**src/rtl/core/sorted_priority_queue_core_defines.svh**
```systemverilog
// Assertion macros shared by the sorted priority queue RTL.
// Depends on nothing; included by the files that carry assertions.
`ifndef SORTED_PRIORITY_QUEUE_CORE_DEFINES_SVH
`define SORTED_PRIORITY_QUEUE_CORE_DEFINES_SVH

// Consequent must hold in the same cycle as the antecedent.
`define SPQ_ASSERT_IMPL(label, clk, rst_n, ante, cons) \
  label: assert property (@(posedge clk) disable iff (!rst_n) (ante) |-> (cons)) \
    else $error("sorted priority queue check failed");

// Consequent must hold in the cycle after the antecedent.
`define SPQ_ASSERT_NEXT(label, clk, rst_n, ante, cons) \
  label: assert property (@(posedge clk) disable iff (!rst_n) (ante) |=> (cons)) \
    else $error("sorted priority queue check failed");

`endif

```
**src/rtl/core/spq_pkg.sv**
```systemverilog
// Types and constants for the sorted priority queue.
// Used by the controller, the datapath and the top level; depends on nothing.
`default_nettype none

package spq_pkg;

  localparam int QUEUE_DEPTH_DEF = 16;
  localparam int PRI_LEVELS      = 16;
  localparam int TAG_BITS        = 16;

  localparam int PRI_W  = 4;
  localparam int TAG_W  = 16;
  localparam int FILL_W = 5;

  localparam logic [PRI_W-1:0] PRI_MAX  = PRI_W'(PRI_LEVELS - 1);
  localparam logic [TAG_W-1:0] TAG_MASK = TAG_W'((33'd1 << TAG_BITS) - 33'd1);

  localparam logic KIND_INSERT = 1'b0;
  localparam logic KIND_REMOVE = 1'b1;

  typedef struct packed {
    logic             kind;
    logic [PRI_W-1:0] entry_priority;
    logic [TAG_W-1:0] entry_tag;
  } spq_in_t;

  typedef struct packed {
    logic              got_entry;
    logic [TAG_W-1:0]  out_tag;
    logic [PRI_W-1:0]  out_priority;
    logic              insert_dropped;
    logic [FILL_W-1:0] fill_count;
  } spq_out_t;

  typedef struct packed {
    logic [PRI_W-1:0] pri;
    logic [TAG_W-1:0] tag;
  } spq_entry_t;

  typedef struct packed {
    logic load;
    logic rd_head;
    logic ins_init;
    logic ins_shift;
    logic ins_place;
    logic fin_insert;
    logic fin_remove;
    logic fin_drop;
    logic fin_empty;
  } spq_cmd_t;

  typedef struct packed {
    logic full;
    logic empty;
    logic lower;
    logic idx_one;
  } spq_sts_t;

endpackage

`default_nettype wire

```
**src/rtl/core/spq_ctrl.sv**
```systemverilog
// Controller state machine for the sorted priority queue.
// Depends on spq_pkg; drives the datapath through command and status structs.
`default_nettype none

module spq_ctrl (
  input  wire              clk,
  input  wire              rst_n,
  input  wire              start,
  input  wire              kind,
  input  spq_pkg::spq_sts_t sts,
  output logic             busy,
  output spq_pkg::spq_cmd_t cmd
);

  typedef enum logic [4:0] {
    S_IDLE      = 5'b00001,
    S_INS_START = 5'b00010,
    S_INS_CMP   = 5'b00100,
    S_INS_PLACE = 5'b01000,
    S_REM_OUT   = 5'b10000
  } state_t;

  state_t state_r, state_nxt;

  always_ff @(posedge clk) begin
    if (!rst_n) begin
      state_r <= S_IDLE;
    end else begin
      state_r <= state_nxt;
    end
  end

  always_comb begin
    state_nxt = state_r;
    cmd       = '0;
    busy      = 1'b1;
    case (state_r)
      S_IDLE: begin
        busy = 1'b0;
        if (start) begin
          cmd.load = 1'b1;
          if (kind == spq_pkg::KIND_INSERT) begin
            if (sts.full) begin
              cmd.fin_drop = 1'b1;
            end else begin
              state_nxt = S_INS_START;
            end
          end else begin
            if (sts.empty) begin
              cmd.fin_empty = 1'b1;
            end else begin
              cmd.rd_head = 1'b1;
              state_nxt   = S_REM_OUT;
            end
          end
        end
      end
      S_INS_START: begin
        cmd.ins_init = 1'b1;
        state_nxt    = sts.empty ? S_INS_PLACE : S_INS_CMP;
      end
      S_INS_CMP: begin
        if (sts.lower) begin
          cmd.ins_shift = 1'b1;
          if (sts.idx_one) begin
            state_nxt = S_INS_PLACE;
          end
        end else begin
          cmd.ins_place  = 1'b1;
          cmd.fin_insert = 1'b1;
          state_nxt      = S_IDLE;
        end
      end
      S_INS_PLACE: begin
        cmd.ins_place  = 1'b1;
        cmd.fin_insert = 1'b1;
        state_nxt      = S_IDLE;
      end
      S_REM_OUT: begin
        cmd.fin_remove = 1'b1;
        state_nxt      = S_IDLE;
      end
      default: begin
        state_nxt = S_IDLE;
      end
    endcase
  end

endmodule

`default_nettype wire

```
**src/rtl/core/spq_dpath.sv**
```systemverilog
// Datapath of the sorted priority queue: circular entry memory, pointers and result register.
// Depends on spq_pkg and sorted_priority_queue_core_defines.svh; driven by spq_ctrl.
`default_nettype none
`include "sorted_priority_queue_core_defines.svh"

module spq_dpath #(
  parameter int QUEUE_DEPTH = spq_pkg::QUEUE_DEPTH_DEF
) (
  input  wire               clk,
  input  wire               rst_n,
  input  spq_pkg::spq_in_t  in_item,
  input  spq_pkg::spq_cmd_t cmd,
  output spq_pkg::spq_sts_t sts,
  output logic              out_valid,
  output spq_pkg::spq_out_t out_item
);

  localparam int AW = $clog2(QUEUE_DEPTH);
  localparam int CW = $clog2(QUEUE_DEPTH + 1);
  localparam logic [AW-1:0] LAST = AW'(QUEUE_DEPTH - 1);
  localparam logic [CW-1:0] FULL = CW'(QUEUE_DEPTH);

  spq_pkg::spq_entry_t mem [QUEUE_DEPTH];

  spq_pkg::spq_entry_t item_r, rd_r;
  logic [AW-1:0] head_r, head_nxt;
  logic [AW-1:0] tail_r, tail_nxt;
  logic [CW-1:0] count_r, count_nxt;
  logic [AW-1:0] wp_r, wp_nxt;
  logic [CW-1:0] idx_r, idx_nxt;
  logic [AW-1:0] wp_prev, wp_nxt_prev, rd_addr;
  logic          out_valid_r;
  spq_pkg::spq_out_t out_item_r, out_item_nxt;
  logic [31:0]   count_wide;
  logic [spq_pkg::PRI_W-1:0] pri_in;

  always_comb begin
    wp_prev     = (wp_r == '0) ? LAST : wp_r - AW'(1);
    wp_nxt      = cmd.ins_init ? tail_r : (cmd.ins_shift ? wp_prev : wp_r);
    wp_nxt_prev = (wp_nxt == '0) ? LAST : wp_nxt - AW'(1);
    rd_addr     = cmd.rd_head ? head_r : wp_nxt_prev;
    idx_nxt     = cmd.ins_init ? count_r : (cmd.ins_shift ? idx_r - CW'(1) : idx_r);

    head_nxt  = head_r;
    tail_nxt  = tail_r;
    count_nxt = count_r;
    if (cmd.fin_insert) begin
      tail_nxt  = (tail_r == LAST) ? '0 : tail_r + AW'(1);
      count_nxt = count_r + CW'(1);
    end
    if (cmd.fin_remove) begin
      head_nxt  = (head_r == LAST) ? '0 : head_r + AW'(1);
      count_nxt = count_r - CW'(1);
    end

    count_wide   = 32'(count_nxt);
    out_item_nxt = '0;
    out_item_nxt.fill_count = count_wide[spq_pkg::FILL_W-1:0];
    if (cmd.fin_remove) begin
      out_item_nxt.got_entry    = 1'b1;
      out_item_nxt.out_tag      = rd_r.tag;
      out_item_nxt.out_priority = rd_r.pri;
    end
    if (cmd.fin_drop) begin
      out_item_nxt.insert_dropped = 1'b1;
    end

    pri_in = (in_item.entry_priority > spq_pkg::PRI_MAX) ? spq_pkg::PRI_MAX
                                                          : in_item.entry_priority;
  end

  always_ff @(posedge clk) begin
    if (!rst_n) begin
      head_r      <= '0;
      tail_r      <= '0;
      count_r     <= '0;
      out_valid_r <= 1'b0;
    end else begin
      head_r      <= head_nxt;
      tail_r      <= tail_nxt;
      count_r     <= count_nxt;
      out_valid_r <= cmd.fin_insert | cmd.fin_remove | cmd.fin_drop | cmd.fin_empty;
    end
  end

  always_ff @(posedge clk) begin
    wp_r  <= wp_nxt;
    idx_r <= idx_nxt;
    if (cmd.load) begin
      item_r.pri <= pri_in;
      item_r.tag <= in_item.entry_tag & spq_pkg::TAG_MASK;
    end
    if (cmd.fin_insert | cmd.fin_remove | cmd.fin_drop | cmd.fin_empty) begin
      out_item_r <= out_item_nxt;
    end
  end

  always_ff @(posedge clk) begin
    rd_r <= mem[rd_addr];
    if (cmd.ins_shift) begin
      mem[wp_r] <= rd_r;
    end else if (cmd.ins_place) begin
      mem[wp_r] <= item_r;
    end
  end

  assign sts.full    = (count_r == FULL);
  assign sts.empty   = (count_r == '0);
  assign sts.lower   = (rd_r.pri < item_r.pri);
  assign sts.idx_one = (idx_r == CW'(1));

  assign out_valid = out_valid_r;
  assign out_item  = out_item_r;

  `SPQ_ASSERT_IMPL(a_count_bound, clk, rst_n, 1'b1, count_r <= FULL)
  `SPQ_ASSERT_IMPL(a_empty_ptrs, clk, rst_n, count_r == '0, head_r == tail_r)
  `SPQ_ASSERT_NEXT(a_insert_grows, clk, rst_n, cmd.fin_insert, count_r == $past(count_r) + CW'(1))
  `SPQ_ASSERT_NEXT(a_remove_gives, clk, rst_n, cmd.fin_remove, out_valid_r && out_item_r.got_entry)

endmodule

`default_nettype wire

```
**src/rtl/core/sorted_priority_queue_core.sv**
```systemverilog
// Top level of the sorted priority queue: joins the controller and the datapath.
// Depends on spq_pkg, spq_ctrl and spq_dpath.
//
// Usage: an item on in_item is taken at a rising edge where start is high and busy
// is low. An insert item places entry_tag with entry_priority behind every held entry
// of greater or equal priority; a remove item pops the head of the queue.
// Every item gives one result on out_item, shown for exactly one cycle with out_valid
// high; the receiver cannot hold it off and must take it in that cycle.
// An insert keeps busy high while it walks back from the tail over every held entry of lower
// priority, one entry a cycle, because the entry memory has one read and one write port.
// A remove keeps busy high for the registered read of the head entry.
// An insert into a full queue and a remove from an empty queue leave busy low.
// The result is shown in the first cycle in which busy is low again, or in the cycle
// after acceptance when busy stays low, and the next item may be accepted in that cycle.
// Reset empties the queue at once; the entry memory itself is not cleared, since only
// held entries are ever read.
`default_nettype none

module sorted_priority_queue_core #(
  parameter int QUEUE_DEPTH = spq_pkg::QUEUE_DEPTH_DEF
) (
  input  wire               clk,
  input  wire               rst_n,
  input  wire               start,
  output logic              busy,
  input  spq_pkg::spq_in_t  in_item,
  output logic              out_valid,
  output spq_pkg::spq_out_t out_item
);

  spq_pkg::spq_cmd_t cmd;
  spq_pkg::spq_sts_t sts;

  spq_ctrl u_ctrl (
    .clk   (clk),
    .rst_n (rst_n),
    .start (start),
    .kind  (in_item.kind),
    .sts   (sts),
    .busy  (busy),
    .cmd   (cmd)
  );

  spq_dpath #(
    .QUEUE_DEPTH (QUEUE_DEPTH)
  ) u_dpath (
    .clk       (clk),
    .rst_n     (rst_n),
    .in_item   (in_item),
    .cmd       (cmd),
    .sts       (sts),
    .out_valid (out_valid),
    .out_item  (out_item)
  );

endmodule

`default_nettype wire
```
**config.mk**
```make
export PLATFORM = sky130hd
export DESIGN_NAME = sorted_priority_queue_core
export DESIGN_NICKNAME = d
export VERILOG_FILES = /design/src/rtl/core/spq_pkg.sv /design/src/rtl/core/spq_ctrl.sv /design/src/rtl/core/spq_dpath.sv /design/src/rtl/core/sorted_priority_queue_core.sv
export VERILOG_INCLUDE_DIRS = /design/src /design/src/rtl/core
export SDC_FILE = /design/constraint.sdc
export NUM_CORES = 1
export LEC_CHECK = 0
export BUFFER_PORTS_ARGS = -buffer_cell sky130_fd_sc_hd__buf_2
export CORE_ASPECT_RATIO = 1.4
export CORE_MARGIN = 2
export CORE_UTILIZATION = 59
export CTS_BUF_LIST = sky130_fd_sc_hd__clkbuf_16
export DETAILED_ROUTE_END_ITERATION = 10
export PLACE_DENSITY = 0.77
export SLEW_MARGIN = 10
export SYNTH_ARGS = -nofsm -noshare
export SYNTH_HDL_FRONTEND = slang
export SYNTH_SLANG_ARGS = --single-unit
```
**constraint.sdc**
```tcl
create_clock -name clk -period 3.35 [get_ports clk]
set_input_delay 0.67 -clock clk [delete_from_list [all_inputs] [get_ports clk]]
set_output_delay 0.67 -clock clk [all_outputs]
set_load 0.03 [all_outputs]
```
==> impl_metrics.json <==
{
  "report.final.slew_viol_count": 0,
  "tns_ns": 0,
  "status": "finished, final reports clean",
  "fin_cells": 1896,
  "synthAdderAreaFrac_pct": 1.040,
  "firstDrtPassIters": 6,
  "nNetsFinal": 1519,
  "syn-instance-count": 1423,
  "avgViaCountPerCell": 6.890,
  "drt_wl_total_um": 51570,
  "cts_made_buffers": 38,
  "hold_end": "u_dpath.item_r[3]",
  "synth-simple-area-share_pct": 10.85,
  "multi_input_area_um2": 5670,
  "wl_per_cell_um": 27.20,
  "rsz0062_at_grt": "false",
  "synth_xor_area_share_pct": 0.5337,
  "tightestPinTransition_ns": 0.9097,
  "cts-root-buf": "clkbuf_16",
  "fp.dieArea_um2": 32030,
  "fin_skew_ns": 0.01395,
  "synth_area_leader_cell": "edfxtp_1",
  "fmax_mhz": 314.4,
  "h-tree-depth": 2,
  "cp_data_arrival_time_ns": 3.65,
  "yosys-top-cells-area": "edfxtp_1 (62%), nand2_1 (6.3%), dfxtp_1 (4.8%)",
  "clkTransAtPathRegs_ns": 0.06,
  "placed_area_um2": 19180,
  "fin_ws_ns": 0.1689,
  "period_needed_ns": 3.181,
  "insertion_delay_ns": 0.55,
  "track_usage_pct": 31.58,
  "placed_cells": 1825,
  "gr-total-overflow": 0,
  "syn_to_final_growth_pct": 13.19,
  "coreArea_um2": 30030,
  "preCtsSetupSlack_ns": 0.1905,
  "place.detailed.hpwl_um": 29820,
  "rrSetupSlack_ns": 0.17,
  "crit_type": "register to register",
  "final_area_um2": 20430,
  "synthFlopType": "edfxtp_1",
  "io_buffer_count": 52,
  "crit_chain": "nand2b_1 -> a2111o_1 -> a211o_1 -> o211a_4 -> inv_2 -> buf_12 -> buf_12 -> nand2_1 -> a32oi_1 -> o221ai_1 -> o32a_1 -> o221ai_1",
  "synth_mux_area_share_pct": 4.700,
  "seq_area_frac_synth_pct": 66.65,
  "synth_compound_area_share_pct": 13.53,
  "ant_nets": 0,
  "slowest_stage": "a2111o_1",
  "final-seq-area_um2": 12040,
  "grt_pass1_wl_um": 76440,
  "peakVddDrop_mv": 0.4677,
  "chipWidth_um": 151.8,
  "p_leak_nw": 6.771,
  "crit_fanout": 19,
  "yosysWarnings": 0,
  "min_path_type": "primary input to register",
  "ctsHoldBuffers": 0,
  "required_ns": 3.81,
  "critPathMaxStageDelay_ns": 0.50,
  "synth_seq_cells": 415,
  "min_path_cells": 1,
  "fin_crit_sh_pct": 94.96,
  "finalPower_mw": 15.14,
  "worst_setup_path_start_kind": "register",
  "worstRegToRegCells": 12,
  "max-clock-path-buffers": 3,
  "avgSynthCellArea_um2": 12.69,
  "end_kind": "register",
  "drtIter0Drc": 1622,
  "setup_viol_count_final": 0,
  "grt_max_degree": 64,
  "initial_core_util_pct": 60.11,
  "p_per_area_nw_per_um2": 741.0,
  "reg2reg_from": "u_dpath.item_r[16]",
  "synthesis.nets": 1462,
  "cts.sinks": 415,
  "die_h_um": 211.0,
  "antenna_found_initial": 0,
  "ios": 53,
  "synth_area_um2": 18050,
  "maxSlewHeadroom_pct": 39.29,
  "synth_top_family_by_area": "compound AO/OA/AOI/OAI gates",
  "synth_top_area_share_pct": 61.88,
  "yosysUniqueCellTypes": 62,
  "hp-start": "in_item[3]",
  "cap_violations": 0,
  "finalHoldViolations": 0,
  "rows": 75,
  "drive_gt1_share_pct": 13.84,
  "synth-async-reset-ratio_pct": 0,
  "cts_tree": "done",
  "drc": 0,
  "gp_congestion": 0.8901,
  "synth_edf_count": 372,
  "first_global_vias": 13094,
  "via_count": 13064,
  "fillers": 2045,
  "r2r_end": "u_dpath.rd_r[1]"
}
## worst max path at each step
stage / start / to / slack, ns / cells after the start
after floorplan: u_ctrl.state_r[2] / u_dpath.out_item[0] / 0.14 / 6
after global placement: u_dpath.rd_r[17] / u_dpath.rd_r[1] / 0.29 / 12
after detailed placement: u_dpath.rd_r[17] / u_dpath.rd_r[16] / 0.19 / 11
after CTS: u_dpath.rd_r[17] / u_dpath.rd_r[16] / 0.17 / 11
after global routing: u_dpath.item_r[17] / u_dpath.rd_r[1] / 0.01 / 13
final: u_dpath.item_r[16] / u_dpath.rd_r[1] / 0.17 / 12
## sequential cells by signal, indices dropped and copies added, names as in the netlist
signal / cells
u_dpath.wp_r: 4
u_dpath.out_item: 27
u_dpath.item_r: 20
u_dpath.mem: 320
u_dpath.tail_r: 4
u_dpath.out_valid: 1
u_dpath.count_r: 5
u_dpath.rd_r: 20
u_dpath.head_r: 4
u_ctrl.state_r: 5
u_dpath.idx_r: 5
## report_power, final
part	switching, mW	internal, mW	leakage [nW]	total, mW
Combinational	2.63	1.35	2.40	3.99
Clock	1.85	2.43	0.641	4.29
Sequential	0.298	6.57	3.73	6.87
## through the flow
step                util [%]  hold slack, ns
finish                 68.04          0.2970
global placement       63.87          0.4972
global route           68.03          0.2900
floorplan                  -          0.4778
detailed placement     63.87          0.5201
CTS                    67.94          0.2795
## cell families after synthesis
| family | Yosys count |
|---|---|
| AOI/OAI and AO/OA | 330 |
| buffers and inverters | 118 |
| adders and majority gates | 15 |
| and+or+nand+nor | 453 |
| DFF | 415 |
| muxes | 81 |
| xor gates and xnor gates | 11 |
## placed cells by master (no fill, tap or decap), drive strengths merged, types with 3 or more instances in the layout
master	n
a32oi	60
buf	118
nor3b	4
nor2	50
a211oi	3
nor2b	5
o32a	20
o221ai	78
dfxtp	43
edfxtp	372
clkbuf	41
o21ai	92
a21oi	31
ha	15
a41oi	3
and3	7
nand2b	4
a21boi	3
bufinv	3
mux2i	78
nand2	304
nor3	9
nand3	23
clkinv	13
inv	29
mux4	3
o22ai	20
xnor2	10
nor4	3
o211ai	3
and2	34
## per-layer routing
layer	GRT usage (%)	vias up	part of all wire (%)
met5	0	-	0
met4	22.08	0	7.2
met3	5.663	235	10
met2	52.64	934	49
met1	37.39	6339	33
li1	-	5556	-
## repair_timing
action | in CTS | in global routing
gates resized for setup | 0 | 5
endpoints found under the setup margin | 0 | 12
setup buffers | 0 | 0
## cells in the mapped netlist (3+ instances only)
master / n
mux2i_1: 78
o22ai_1: 20
a32oi_1: 59
ha_1: 15
a21boi_0: 3
edfxtp_1: 372
nand2_1: 304
a41oi_1: 3
a21oi_1: 31
nor3_1: 7
and2_1: 33
inv_1: 17
nand2b_1: 4
and3_1: 7
nor2_1: 50
nor2b_1: 5
nor3b_1: 3
nand3_1: 22
dfxtp_1: 43
o221ai_1: 78
xnor2_1: 10
buf_2: 20
o21ai_0: 91
o32a_1: 20
buf_1: 17
mux4_2: 3
nor4_1: 3
clkbuf_1: 61
## worst max-delay path: cells and delay by family (launching register included)
| family | cells | cell delay, ns |
|---|---|---|
| flops | 1 | 0.49 |
| buf+inv | 3 | 0.65 |
| simple gates | 2 | 0.20 |
| compound gates | 7 | 1.74 |
## layout make-up
type,count,area share (%)
repair buffers,118,4.672
diodes,1,0.01225
clock buffers,41,5.021
inverters,17,0.3123
flip-flops and latches,415,58.91
well taps,385,2.358
multi-input cells,890,27.75
clock inverters,29,0.9614
Power figures use the tool's default switching activity.
